==> src/assert_macros.svh <==
// Assertion macros shared by the stepper homing sequencer RTL.
// No dependencies.
`ifndef ASSERT_MACROS_SVH
`define ASSERT_MACROS_SVH

// Whenever a holds on a clock edge out of reset, c must hold too.
`define ASSERT_IMPLIES(label, clk, rst_n, a, c) \
    label: assert property (@(posedge clk) disable iff (!rst_n) (a) |-> (c)) \
        else $error("assertion failed: implication");

// Condition must never hold on a clock edge out of reset.
`define ASSERT_NEVER(label, clk, rst_n, a) \
    label: assert property (@(posedge clk) disable iff (!rst_n) !(a)) \
        else $error("assertion failed: forbidden condition");

`endif

==> src/shsq_pkg.sv <==
// Package for the stepper homing sequencer: widths, reset values,
// register indexes and the result item type. No dependencies.
package shsq_pkg;

    localparam int MDEG_W      = 16;
    localparam int PERIOD_W    = 16;
    localparam int RATE_W      = 8;
    localparam int COUNT_W     = 16;
    localparam int TARGET_W    = 12;
    localparam int PHASE_W     = 3;
    localparam int CFG_IDX_W   = 3;
    localparam int CFG_DATA_W  = 16;

    localparam int MICROSTEPS_DEF = 16;

    // 376 mdeg per full step = 8 * 47
    localparam int DEG_PER_STEP = 376;
    localparam int DEG_SHIFT    = 3;
    localparam int DEG_ODD      = DEG_PER_STEP >> DEG_SHIFT;

    localparam logic [TARGET_W-1:0] TARGET_MAX   = 12'd4095;
    localparam logic [TARGET_W-1:0] TARGET_RST   = 12'd4;
    localparam logic [COUNT_W-1:0]  COUNT_MAX    = 16'hFFFF;

    localparam logic [PERIOD_W-1:0] INIT_PERIOD_RST  = 16'd10000;
    localparam logic [PERIOD_W-1:0] FINAL_PERIOD_RST = 16'd2000;
    localparam logic [PERIOD_W-1:0] START_PERIOD_RST = 16'd1000;
    localparam logic [RATE_W-1:0]   HOME_RATE_RST    = 8'd100;
    localparam logic [RATE_W-1:0]   FIELD_RATE_RST   = 8'd50;
    localparam logic [RATE_W-1:0]   EXTRA_STEPS_RST  = 8'd10;

    localparam logic [CFG_IDX_W-1:0] REG_INIT_PERIOD  = 3'd0;
    localparam logic [CFG_IDX_W-1:0] REG_FINAL_PERIOD = 3'd1;
    localparam logic [CFG_IDX_W-1:0] REG_START_PERIOD = 3'd2;
    localparam logic [CFG_IDX_W-1:0] REG_HOME_RATE    = 3'd3;
    localparam logic [CFG_IDX_W-1:0] REG_FIELD_RATE   = 3'd4;
    localparam logic [CFG_IDX_W-1:0] REG_EXTRA_STEPS  = 3'd5;

    typedef struct packed {
        logic                accepted;
        logic                step_pin;
        logic                driver_enabled;
        logic                direction;
        logic                torque_high;
        logic                timer_running;
        logic                period_load;
        logic [PERIOD_W-1:0] period_value;
        logic [PERIOD_W-1:0] ramp_final_period;
        logic [RATE_W-1:0]   ramp_slope;
        logic                at_target;
        logic                busy_res;
    } t_result;

endpackage

==> src/shsq_div.sv <==
// Target conversion: millidegrees to microsteps, mdeg*MICROSTEPS/376,
// saturated to 12 bits. Two stages, reciprocal multiply. Uses shsq_pkg.
module shsq_div
    import shsq_pkg::*;
#(
    parameter int MICROSTEPS = MICROSTEPS_DEF
) (
    input  logic                i_clk,
    input  logic                i_rst_n,
    input  logic                i_go,
    input  logic [MDEG_W-1:0]   i_tgt,
    output logic [TARGET_W-1:0] o_target
);

    localparam int PW = MDEG_W + $clog2(MICROSTEPS + 1);
    localparam int XW = PW - DEG_SHIFT;
    localparam int SH = XW + $clog2(DEG_ODD);
    localparam int RW = XW + 1;
    localparam int QW = XW + RW;
    localparam logic [RW-1:0] RECIP = RW'(((64'd1 << SH) + DEG_ODD - 1) / DEG_ODD);

    logic [PW-1:0]    prod;
    logic [XW-1:0]    r_x;
    logic             r_go;
    logic [QW-1:0]    qprod;
    logic [QW-SH-1:0] quot;
    logic [TARGET_W-1:0] r_target;

    assign prod = PW'(i_tgt) * PW'(MICROSTEPS);

    always_ff @(posedge i_clk) begin
        if (i_go) begin
            r_x <= prod[PW-1:DEG_SHIFT];
        end
    end

    always_ff @(posedge i_clk) begin
        if (!i_rst_n) begin
            r_go <= 1'b0;
        end else begin
            r_go <= i_go;
        end
    end

    assign qprod = QW'(r_x) * QW'(RECIP);
    assign quot  = qprod[QW-1:SH];

    always_ff @(posedge i_clk) begin
        if (!i_rst_n) begin
            r_target <= TARGET_RST;
        end else if (r_go) begin
            if (32'(quot) > 32'(TARGET_MAX)) begin
                r_target <= TARGET_MAX;
            end else begin
                r_target <= TARGET_W'(quot);
            end
        end
    end

    assign o_target = r_target;

endmodule

==> src/shsq_core.sv <==
// Sequencer core: configuration registers, phase state and result logic
// for one item per cycle while i_go is high. Uses shsq_pkg.
module shsq_core
    import shsq_pkg::*;
(
    input  logic                  i_clk,
    input  logic                  i_rst_n,
    input  logic                  i_go,
    input  logic                  i_command,
    input  logic                  i_opto_engaged,
    input  logic                  i_driver_latched,
    input  logic [TARGET_W-1:0]   i_target,
    input  logic                  i_cfg_we,
    input  logic [CFG_IDX_W-1:0]  i_cfg_idx,
    input  logic [CFG_DATA_W-1:0] i_cfg_data,
    output logic                  o_div_go,
    output t_result               o_result
);

    localparam logic [PHASE_W-1:0] PH_HOME      = 3'd0;
    localparam logic [PHASE_W-1:0] PH_LATCH_CCW = 3'd1;
    localparam logic [PHASE_W-1:0] PH_SEEK      = 3'd2;
    localparam logic [PHASE_W-1:0] PH_EXTRA     = 3'd3;
    localparam logic [PHASE_W-1:0] PH_LATCH_CW  = 3'd4;
    localparam logic [PHASE_W-1:0] PH_CLEAR     = 3'd5;
    localparam logic [PHASE_W-1:0] PH_TARGET    = 3'd6;

    logic [PERIOD_W-1:0] r_init_period, r_final_period, r_start_period;
    logic [RATE_W-1:0]   r_home_rate, r_field_rate, r_extra_steps;

    logic [PHASE_W-1:0]  r_phase, n_phase;
    logic [COUNT_W-1:0]  r_step_count, n_step_count;
    logic                r_step_phase, n_step_phase;
    logic                r_busy, n_busy;
    logic                r_valid, n_valid;
    logic                r_drv_on, n_drv_on;
    logic                r_drv_dir, n_drv_dir;
    logic                r_drv_high, n_drv_high;
    logic                r_timer_on, n_timer_on;
    logic [RATE_W-1:0]   r_ramp_held, n_ramp_held;
    logic                r_pin, n_pin;

    logic                acc, load, pulse, done, div_go;
    logic [PERIOD_W-1:0] load_val;

    function automatic logic [COUNT_W-1:0] sat_inc(input logic [COUNT_W-1:0] v);
        return (v == COUNT_MAX) ? v : v + COUNT_W'(1);
    endfunction

    always_ff @(posedge i_clk) begin
        if (!i_rst_n) begin
            r_init_period  <= INIT_PERIOD_RST;
            r_final_period <= FINAL_PERIOD_RST;
            r_start_period <= START_PERIOD_RST;
            r_home_rate    <= HOME_RATE_RST;
            r_field_rate   <= FIELD_RATE_RST;
            r_extra_steps  <= EXTRA_STEPS_RST;
        end else if (i_cfg_we) begin
            case (i_cfg_idx)
                REG_INIT_PERIOD:  r_init_period  <= i_cfg_data;
                REG_FINAL_PERIOD: r_final_period <= i_cfg_data;
                REG_START_PERIOD: r_start_period <= i_cfg_data;
                REG_HOME_RATE:    r_home_rate    <= i_cfg_data[RATE_W-1:0];
                REG_FIELD_RATE:   r_field_rate   <= i_cfg_data[RATE_W-1:0];
                REG_EXTRA_STEPS:  r_extra_steps  <= i_cfg_data[RATE_W-1:0];
                default: ;
            endcase
        end
    end

    always_comb begin
        n_phase      = r_phase;
        n_step_count = r_step_count;
        n_step_phase = r_step_phase;
        n_busy       = r_busy;
        n_valid      = r_valid;
        n_drv_on     = r_drv_on;
        n_drv_dir    = r_drv_dir;
        n_drv_high   = r_drv_high;
        n_timer_on   = r_timer_on;
        n_ramp_held  = r_ramp_held;
        n_pin        = r_pin;
        acc          = 1'b0;
        load         = 1'b0;
        load_val     = '0;
        pulse        = 1'b0;
        done         = 1'b0;
        div_go       = 1'b0;

        if (i_go) begin
            if (i_command) begin
                if (!r_busy) begin
                    acc        = 1'b1;
                    div_go     = 1'b1;
                    n_busy     = 1'b1;
                    n_phase    = PH_HOME;
                    n_timer_on = 1'b1;
                    load       = 1'b1;
                    load_val   = r_start_period;
                end
            end else if (r_busy) begin
                case (r_phase)
                    PH_HOME: begin
                        n_step_phase = 1'b0;
                        n_ramp_held  = r_home_rate;
                        n_timer_on   = 1'b1;
                        load         = 1'b1;
                        load_val     = r_init_period;
                        n_drv_on     = 1'b1;
                        n_drv_high   = 1'b1;
                        n_drv_dir    = 1'b0;
                        n_phase      = PH_LATCH_CCW;
                        n_step_count = '0;
                    end
                    PH_LATCH_CCW: begin
                        if (i_driver_latched) begin
                            n_phase = PH_SEEK;
                        end
                    end
                    PH_SEEK: begin
                        n_step_count = sat_inc(r_step_count);
                        if (i_opto_engaged) begin
                            n_step_count = '0;
                            n_phase      = PH_EXTRA;
                        end else begin
                            pulse = 1'b1;
                        end
                    end
                    PH_EXTRA: begin
                        if (r_step_count >= COUNT_W'(r_extra_steps)) begin
                            n_drv_on    = 1'b1;
                            n_drv_high  = 1'b1;
                            n_drv_dir   = 1'b1;
                            n_ramp_held = r_field_rate;
                            load        = 1'b1;
                            load_val    = r_init_period;
                            n_phase     = PH_LATCH_CW;
                        end else begin
                            pulse = 1'b1;
                        end
                    end
                    PH_LATCH_CW: begin
                        if (i_driver_latched) begin
                            n_step_count = '0;
                            n_phase      = PH_CLEAR;
                        end
                    end
                    PH_CLEAR: begin
                        if (!i_opto_engaged) begin
                            n_step_count = '0;
                            n_phase      = PH_TARGET;
                        end
                        pulse = 1'b1;
                    end
                    PH_TARGET: begin
                        if (r_step_count >= COUNT_W'(i_target)) begin
                            done = 1'b1;
                        end else begin
                            pulse = 1'b1;
                        end
                    end
                    default: ;
                endcase

                if (done) begin
                    n_pin        = 1'b0;
                    n_step_phase = 1'b0;
                    n_drv_on     = 1'b1;
                    n_drv_high   = 1'b0;
                    n_drv_dir    = 1'b1;
                    n_timer_on   = 1'b0;
                    n_busy       = 1'b0;
                    n_valid      = 1'b1;
                end else if (pulse) begin
                    n_pin = n_step_phase;
                    if (n_step_phase) begin
                        n_step_count = sat_inc(n_step_count);
                    end
                    n_step_phase = !n_step_phase;
                end
            end
        end
    end

    always_ff @(posedge i_clk) begin
        if (!i_rst_n) begin
            r_phase      <= PH_HOME;
            r_step_count <= '0;
            r_step_phase <= 1'b0;
            r_busy       <= 1'b0;
            r_valid      <= 1'b0;
            r_drv_on     <= 1'b0;
            r_drv_dir    <= 1'b0;
            r_drv_high   <= 1'b1;
            r_timer_on   <= 1'b0;
            r_ramp_held  <= '0;
            r_pin        <= 1'b0;
        end else begin
            r_phase      <= n_phase;
            r_step_count <= n_step_count;
            r_step_phase <= n_step_phase;
            r_busy       <= n_busy;
            r_valid      <= n_valid;
            r_drv_on     <= n_drv_on;
            r_drv_dir    <= n_drv_dir;
            r_drv_high   <= n_drv_high;
            r_timer_on   <= n_timer_on;
            r_ramp_held  <= n_ramp_held;
            r_pin        <= n_pin;
        end
    end

    assign o_div_go = div_go;

    always_comb begin
        o_result.accepted          = acc;
        o_result.step_pin          = n_pin;
        o_result.driver_enabled    = n_drv_on;
        o_result.direction         = n_drv_dir;
        o_result.torque_high       = n_drv_high;
        o_result.timer_running     = n_timer_on;
        o_result.period_load       = load;
        o_result.period_value      = load_val;
        o_result.ramp_final_period = r_final_period;
        o_result.ramp_slope        = n_ramp_held;
        o_result.at_target         = n_valid;
        o_result.busy_res          = n_busy;
    end

endmodule

==> src/shsq_outq.sv <==
// Two-entry result queue that decouples the core from the receiver.
// Uses shsq_pkg for the result item type.
module shsq_outq
    import shsq_pkg::*;
(
    input  logic    i_clk,
    input  logic    i_rst_n,
    input  logic    i_push,
    input  t_result i_data,
    output logic    o_space,
    output logic    o_valid,
    input  logic    i_ready,
    output t_result o_data
);

    t_result     r_mem [2];
    logic        r_wptr, r_rptr;
    logic [1:0]  r_count;
    logic        pop;

    assign pop     = (r_count != 2'd0) && i_ready;
    assign o_space = (r_count != 2'd2);
    assign o_valid = (r_count != 2'd0);
    assign o_data  = r_mem[r_rptr];

    always_ff @(posedge i_clk) begin
        if (i_push) begin
            r_mem[r_wptr] <= i_data;
        end
    end

    always_ff @(posedge i_clk) begin
        if (!i_rst_n) begin
            r_wptr  <= 1'b0;
            r_rptr  <= 1'b0;
            r_count <= 2'd0;
        end else begin
            if (i_push) begin
                r_wptr <= !r_wptr;
            end
            if (pop) begin
                r_rptr <= !r_rptr;
            end
            r_count <= r_count + 2'(i_push) - 2'(pop);
        end
    end

endmodule

==> src/stepper_homing_sequencer_unit.sv <==
// Stepper homing sequencer, top level: input register, core, target
// conversion and result queue. Uses shsq_pkg, shsq_div, shsq_core, shsq_outq.
//
// Usage:
// Input channel (i_valid/o_ready) carries one item: a timer tick or a start
// command with a target angle and the sensor/driver levels. Output channel
// (o_valid/i_ready) returns exactly one result item per input item, in order.
// Each item is registered on acceptance, processed by the core and written
// into a two-entry result queue, which presents it to the receiver.
// Throughput is one item per cycle while the result queue has space. The
// target conversion (mdeg*MICROSTEPS/376) runs in its own pipeline (r_x,
// then r_target); its value is only needed in the last homing phase. When the
// receiver stalls, the queue absorbs up to two results plus one in the input
// register before o_ready drops. Reset is synchronous, active low: control
// state clears (torque high sets), registers take their default values, and
// the target defaults to 4 microsteps. Configuration writes (i_cfg_we) take
// effect at once and are only to be issued while the block is idle.
module stepper_homing_sequencer_unit
    import shsq_pkg::*;
#(
    parameter int MICROSTEPS = MICROSTEPS_DEF
) (
    input  logic                  i_clk,
    input  logic                  i_rst_n,
    input  logic                  i_valid,
    output logic                  o_ready,
    input  logic                  i_command,
    input  logic [MDEG_W-1:0]     i_target_mdeg,
    input  logic                  i_opto_engaged,
    input  logic                  i_driver_latched,
    input  logic                  i_cfg_we,
    input  logic [CFG_IDX_W-1:0]  i_cfg_idx,
    input  logic [CFG_DATA_W-1:0] i_cfg_data,
    output logic                  o_valid,
    input  logic                  i_ready,
    output logic                  o_accepted,
    output logic                  o_step_pin,
    output logic                  o_driver_enabled,
    output logic                  o_direction,
    output logic                  o_torque_high,
    output logic                  o_timer_running,
    output logic                  o_period_load,
    output logic [PERIOD_W-1:0]   o_period_value,
    output logic [PERIOD_W-1:0]   o_ramp_final_period,
    output logic [RATE_W-1:0]     o_ramp_slope,
    output logic                  o_at_target,
    output logic                  o_busy_res
);

`include "assert_macros.svh"

    logic              r_in_valid;
    logic              r_command, r_opto, r_latched;
    logic [MDEG_W-1:0] r_tgt;
    logic              core_go, q_space, div_go;
    logic [TARGET_W-1:0] target;
    t_result           core_res, q_res;

    assign core_go = r_in_valid && q_space;
    assign o_ready = !r_in_valid || core_go;

    always_ff @(posedge i_clk) begin
        if (!i_rst_n) begin
            r_in_valid <= 1'b0;
        end else if (o_ready) begin
            r_in_valid <= i_valid;
        end
    end

    always_ff @(posedge i_clk) begin
        if (o_ready && i_valid) begin
            r_command <= i_command;
            r_tgt     <= i_target_mdeg;
            r_opto    <= i_opto_engaged;
            r_latched <= i_driver_latched;
        end
    end

    shsq_div #(
        .MICROSTEPS(MICROSTEPS)
    ) u_div (
        .i_clk    (i_clk),
        .i_rst_n  (i_rst_n),
        .i_go     (div_go),
        .i_tgt    (r_tgt),
        .o_target (target)
    );

    shsq_core u_core (
        .i_clk            (i_clk),
        .i_rst_n          (i_rst_n),
        .i_go             (core_go),
        .i_command        (r_command),
        .i_opto_engaged   (r_opto),
        .i_driver_latched (r_latched),
        .i_target         (target),
        .i_cfg_we         (i_cfg_we),
        .i_cfg_idx        (i_cfg_idx),
        .i_cfg_data       (i_cfg_data),
        .o_div_go         (div_go),
        .o_result         (core_res)
    );

    shsq_outq u_outq (
        .i_clk   (i_clk),
        .i_rst_n (i_rst_n),
        .i_push  (core_go),
        .i_data  (core_res),
        .o_space (q_space),
        .o_valid (o_valid),
        .i_ready (i_ready),
        .o_data  (q_res)
    );

    assign o_accepted          = q_res.accepted;
    assign o_step_pin          = q_res.step_pin;
    assign o_driver_enabled    = q_res.driver_enabled;
    assign o_direction         = q_res.direction;
    assign o_torque_high       = q_res.torque_high;
    assign o_timer_running     = q_res.timer_running;
    assign o_period_load       = q_res.period_load;
    assign o_period_value      = q_res.period_value;
    assign o_ramp_final_period = q_res.ramp_final_period;
    assign o_ramp_slope        = q_res.ramp_slope;
    assign o_at_target         = q_res.at_target;
    assign o_busy_res          = q_res.busy_res;

    `ASSERT_IMPLIES(a_accept_starts, i_clk, i_rst_n, o_valid && o_accepted, o_busy_res && o_timer_running && o_period_load)
    `ASSERT_IMPLIES(a_timer_tracks_busy, i_clk, i_rst_n, o_valid, o_timer_running == o_busy_res)
    `ASSERT_IMPLIES(a_done_medium_torque, i_clk, i_rst_n, o_valid && o_at_target && !o_busy_res, !o_torque_high && o_direction)
    `ASSERT_NEVER(a_period_without_load, i_clk, i_rst_n, o_valid && !o_period_load && (o_period_value != 16'd0))

endmodule
==> config.mk <==
export PLATFORM = sky130hd
export DESIGN_NAME = stepper_homing_sequencer_unit
export DESIGN_NICKNAME = d
export VERILOG_FILES = /design/src/shsq_pkg.sv /design/src/shsq_div.sv /design/src/shsq_core.sv /design/src/shsq_outq.sv /design/src/stepper_homing_sequencer_unit.sv
export VERILOG_INCLUDE_DIRS = /design/src /design/src/src
export SDC_FILE = /design/constraint.sdc
export NUM_CORES = 1
export LEC_CHECK = 0
export ABC_AREA = 0
export BUFFER_PORTS_ARGS = -buffer_cell sky130_fd_sc_hd__buf_2
export CAP_MARGIN = 20
export CORE_ASPECT_RATIO = 1.75
export CORE_MARGIN = 2
export CORE_UTILIZATION = 37
export CTS_CLUSTER_SIZE = 8
export DETAILED_ROUTE_END_ITERATION = 8
export HOLD_SLACK_MARGIN = 0.02
export PLACE_DENSITY = 0.64
export SLEW_MARGIN = 30
export SYNTH_ARGS = -nofsm -noshare
export SYNTH_HDL_FRONTEND = slang
export SYNTH_HIERARCHICAL = 1
export SYNTH_SLANG_ARGS = --single-unit
==> constraint.sdc <==
create_clock -name i_clk -period 14.3 [get_ports i_clk]
set_input_delay 2.145 -clock i_clk [delete_from_list [all_inputs] [get_ports i_clk]]
set_output_delay 2.145 -clock i_clk [all_outputs]
set_load 0.005 [all_outputs]
==> flow_summary_export.csv <==
group,metric,value,unit
power_and_ir_drop,netSwitchingPower,1.115,mW
global_routing,grt_pass1_wl,64920,um
yosys,synthesis.area,0.01663,mm2
setup_path,required,14710,ps
layout,fin_area,0.01876,mm2
sta,grt_setup_unrepaired,"false",
clocking,clkSinkCount,259,
power_and_ir_drop,p_leak,7.969,nW
sta,setup_viol,0,
floorplanning,rows,102,
global_routing,grtUsageTotal,0.1778,
place,post-place-cells,2205,
power_and_ir_drop,vdd_drop_max,0.1219,mV
setup_path,worstPathCellList,"inv_1 -> ha_1 -> inv_1 -> fa_1 -> inv_1 -> fa_1 -> inv_1 -> fa_1 -> fa_1 -> inv_1 -> fa_1 -> inv_1 -> ha_1 -> nand2_1 -> o31ai_1 -> a21o_1 -> or3_1 -> o221a_1 -> or3_1 -> nand3_1 -> a21boi_1",
power_and_ir_drop,power,3.029,mW
yosys,ys_seq_area_frac,0.3918,
routing,dr.pass1.iters,5,
setup_path,cp-end-kind,"register",
yosys,syn_inst,1596,
setup_path,cp_slowest_cell,"fa_1",
layout,fin_cells,2272,
sta,period_share,0.4049,
flow_run,timing.max_cap.violations,0,
layout,final_nets,1974,
floorplanning,core_area,0.04429,mm2
layout,areaGrowthSynthToFinish,12.78,%
layout,drive_gt1_frac,0.1371,
yosys,avgSynthCellArea,10.42,um2
routing,drt-vias-per-instance,5.253,
floorplanning,die_w,164.3,um
clocking,cts_tree,"built",
clocking,clk_latency,540,ps
place,gp_congestion,0.8724,
sta,hold_viol,0,
global_routing,antenna_found_initial,0,
floorplanning,start_util,0.3755,
clocking,cts_hold_buf,0,
power_and_ir_drop,p_sw_frac,0.3681,
yosys,netlist.area_leader.share,0.2401,
clocking,cts_root_buf,"clkbuf_16",
routing,vias,11940,
setup_path,crit_path_max_fanout,7,
setup_path,arrival,6200,ps
setup_path,slowest_delay,570,ps
routing,wire_per_inst,18.26,um
outcome,status,"complete, no violations",
sta,whs,416.1,ps
place,placed_area,0.01760,mm2
clocking,cts_max_level,2,
layout,diodes,0,
routing,wl,41500,um
setup_path,critPathLaunchType,"register",
sta,clock_skew,24.85,ps
global_routing,gr-total-overflow,0,
floorplanning,ios,94,
sta,tightest_slew,1003,ps
power_and_ir_drop,comb_power_share,0.439,
sta,slew_headroom,0.3285,
yosys,synth_seq_cells,259,
clocking,postCtsSetupBuffers,0,
clocking,cts_resized,0,
yosys,ys_types,93,
clocking,cts_buffer_depth,3,
yosys,ys.flop_type,"edfxtp_1",
routing,drtIter0Drc,495,
hold_path,hold_path.class,"reg -> reg",
clocking,numCtsBuffers,38,
sta,timing.final.crit_period,5790,ps
routing,ant_nets,0,
clocking,clkSlewWorstSetupHoldPaths,50,ps
global_routing,grt_pass1_vias,12390,
setup_path,cpMostUsedCell,"inv_1",
sta,finalSetupTns,0,ps
power_and_ir_drop,internal-power,1.914,mW
power_and_ir_drop,seqPwrFrac,0.284,
sta,max_freq,0.1727,GHz
routing,drc,0,
sta,maxSlewViolCount,0,
yosys,synth_warnings,6,
yosys,synth_edf_count,133,
yosys,synth_fp_nets,1897,
power_and_ir_drop,p_clk_frac,0.278,
place,dp_hpwl,32290,um
power_and_ir_drop,powerDensity,161.5,mW/mm2
place,io_buffers,93,
yosys,synth.area.top_cells,"edfxtp_1 (24%), dfxtp_1 (15%), ha_1 (13%), fa_1 (11%), inv_1 (4.4%)",
floorplanning,die_h,284.5,um
setup_path,path_class,"reg -> reg",
global_routing,grt_max_degree,89,
yosys,synthArstFlopShare,0,
floorplanning,dieArea,0.04673,mm2
yosys,yosys.area.top_type,"edfxtp_1",
## cell usage in the layout (no fill, tap or decap), types with 39 or more instances in the layout
cell type / instances
buf_2: 92
mux2_2: 39
o21ai_0: 55
nand3_1: 60
nor2_1: 42
ha_1: 168
a21boi_0: 53
nand2_1: 195
edfxtp_1: 133
dfxtp_1: 125
a21oi_1: 41
fa_1: 90
inv_1: 196
## per-stage QoR
stage                     setup slack (ps)    util
final                                 8510  0.4235
after global routing                  8228  0.4235
after CTS                             8480  0.4234
after detailed placement              8496  0.3975
after global placement                8522  0.3969
after floorplan                       8838       -
## worst paths after layout
path / startpoint / to / slack (ps) / depth (start not counted)
max: u_div/r_x[6] / u_div/o_target[5] / 8510 / 21
min: r_tgt[1] / u_div/r_x[2] / 420 / 0
max reg2reg: u_div/r_x[6] / u_div/o_target[5] / 8510 / 21
min reg2reg: r_tgt[1] / u_div/r_x[2] / 420 / 0
## power groups by stage
stage	logic, mW	registers (mW)	clock network (mW)
3_3_place_gp	1.33	0.873	0
4_1_cts	1.36	0.861	0.866
3_5_place_dp	1.34	0.875	0
5_1_grt	1.51	0.865	0.895
6_report	1.33	0.860	0.841
2_1_floorplan	1.01	0.859	0
## critical path: cells and delay by family, from the launching register on
kind            cells  cell delay (ps)
compound gates      4              610
fa+ha+maj           7             3310
buf+inv             6              370
simple gates        4              860
flops               1              510
## synthesized netlist by cell type, types with 12 or more instances
library cell / number
a21o_1: 20
nand4_1: 20
dfxtp_1: 126
nand3_1: 60
o211ai_1: 12
nand2_1: 195
o21ai_0: 55
a21boi_0: 53
edfxtp_1: 133
fa_1: 90
a21oi_1: 41
a22o_1: 23
inv_1: 196
ha_1: 168
clkbuf_1: 40
and2_1: 23
nor2_1: 43
nor2b_1: 15
mux2_2: 39
buf_4: 12
and3_1: 13
nor3_1: 17
## routing by layer
metal	track usage	vias up	wire length, um
li1	-	5734	-
met1	0.1763	5795	14280
met2	0.3525	316	23690
met3	0.02218	90	1601
met4	0.08531	0	1931
met5	0	-	0
## state kept, by name, summed over array words and instances (netlist names), 2 cells and up, named ones only
signal	cells
u_core/r_phase	3
r_tgt	16
u_core/r_final_period	16
u_outq/r_mem	98
u_core/r_ramp_held	8
u_core/r_step_count	16
u_core/r_init_period	16
u_core/r_start_period	16
u_core/r_extra_steps	8
u_div/r_x	16
u_outq/r_count	2
u_div/o_target	12
u_core/r_field_rate	8
u_core/r_home_rate	8
## layout make-up
| class | instances | area [um2] |
|---|---|---|
| clock buffers | 64 | 1069 |
| flip-flops and latches | 259 | 6518 |
| clock inverters | 3 | 80.08 |
| fillers | 4218 | 25530 |
| inverters | 196 | 735.7 |
| multi-input cells | 1073 | 9061 |
| well taps | 572 | 715.7 |
| repair buffers | 105 | 578.1 |
## cell families (layout without fill, tap and decap cells)
logic type,count (synthesis),in the layout,share of synthesized area
compound gates,297,297,0.1268
xor+xnor,10,10,0.006093
fa+ha+maj,258,258,0.2347
buf+inv,264,368,0.06515
flops,259,259,0.3918
mux,56,56,0.03965
simple gates,452,452,0.1357
(Power assumes the default switching activity.)
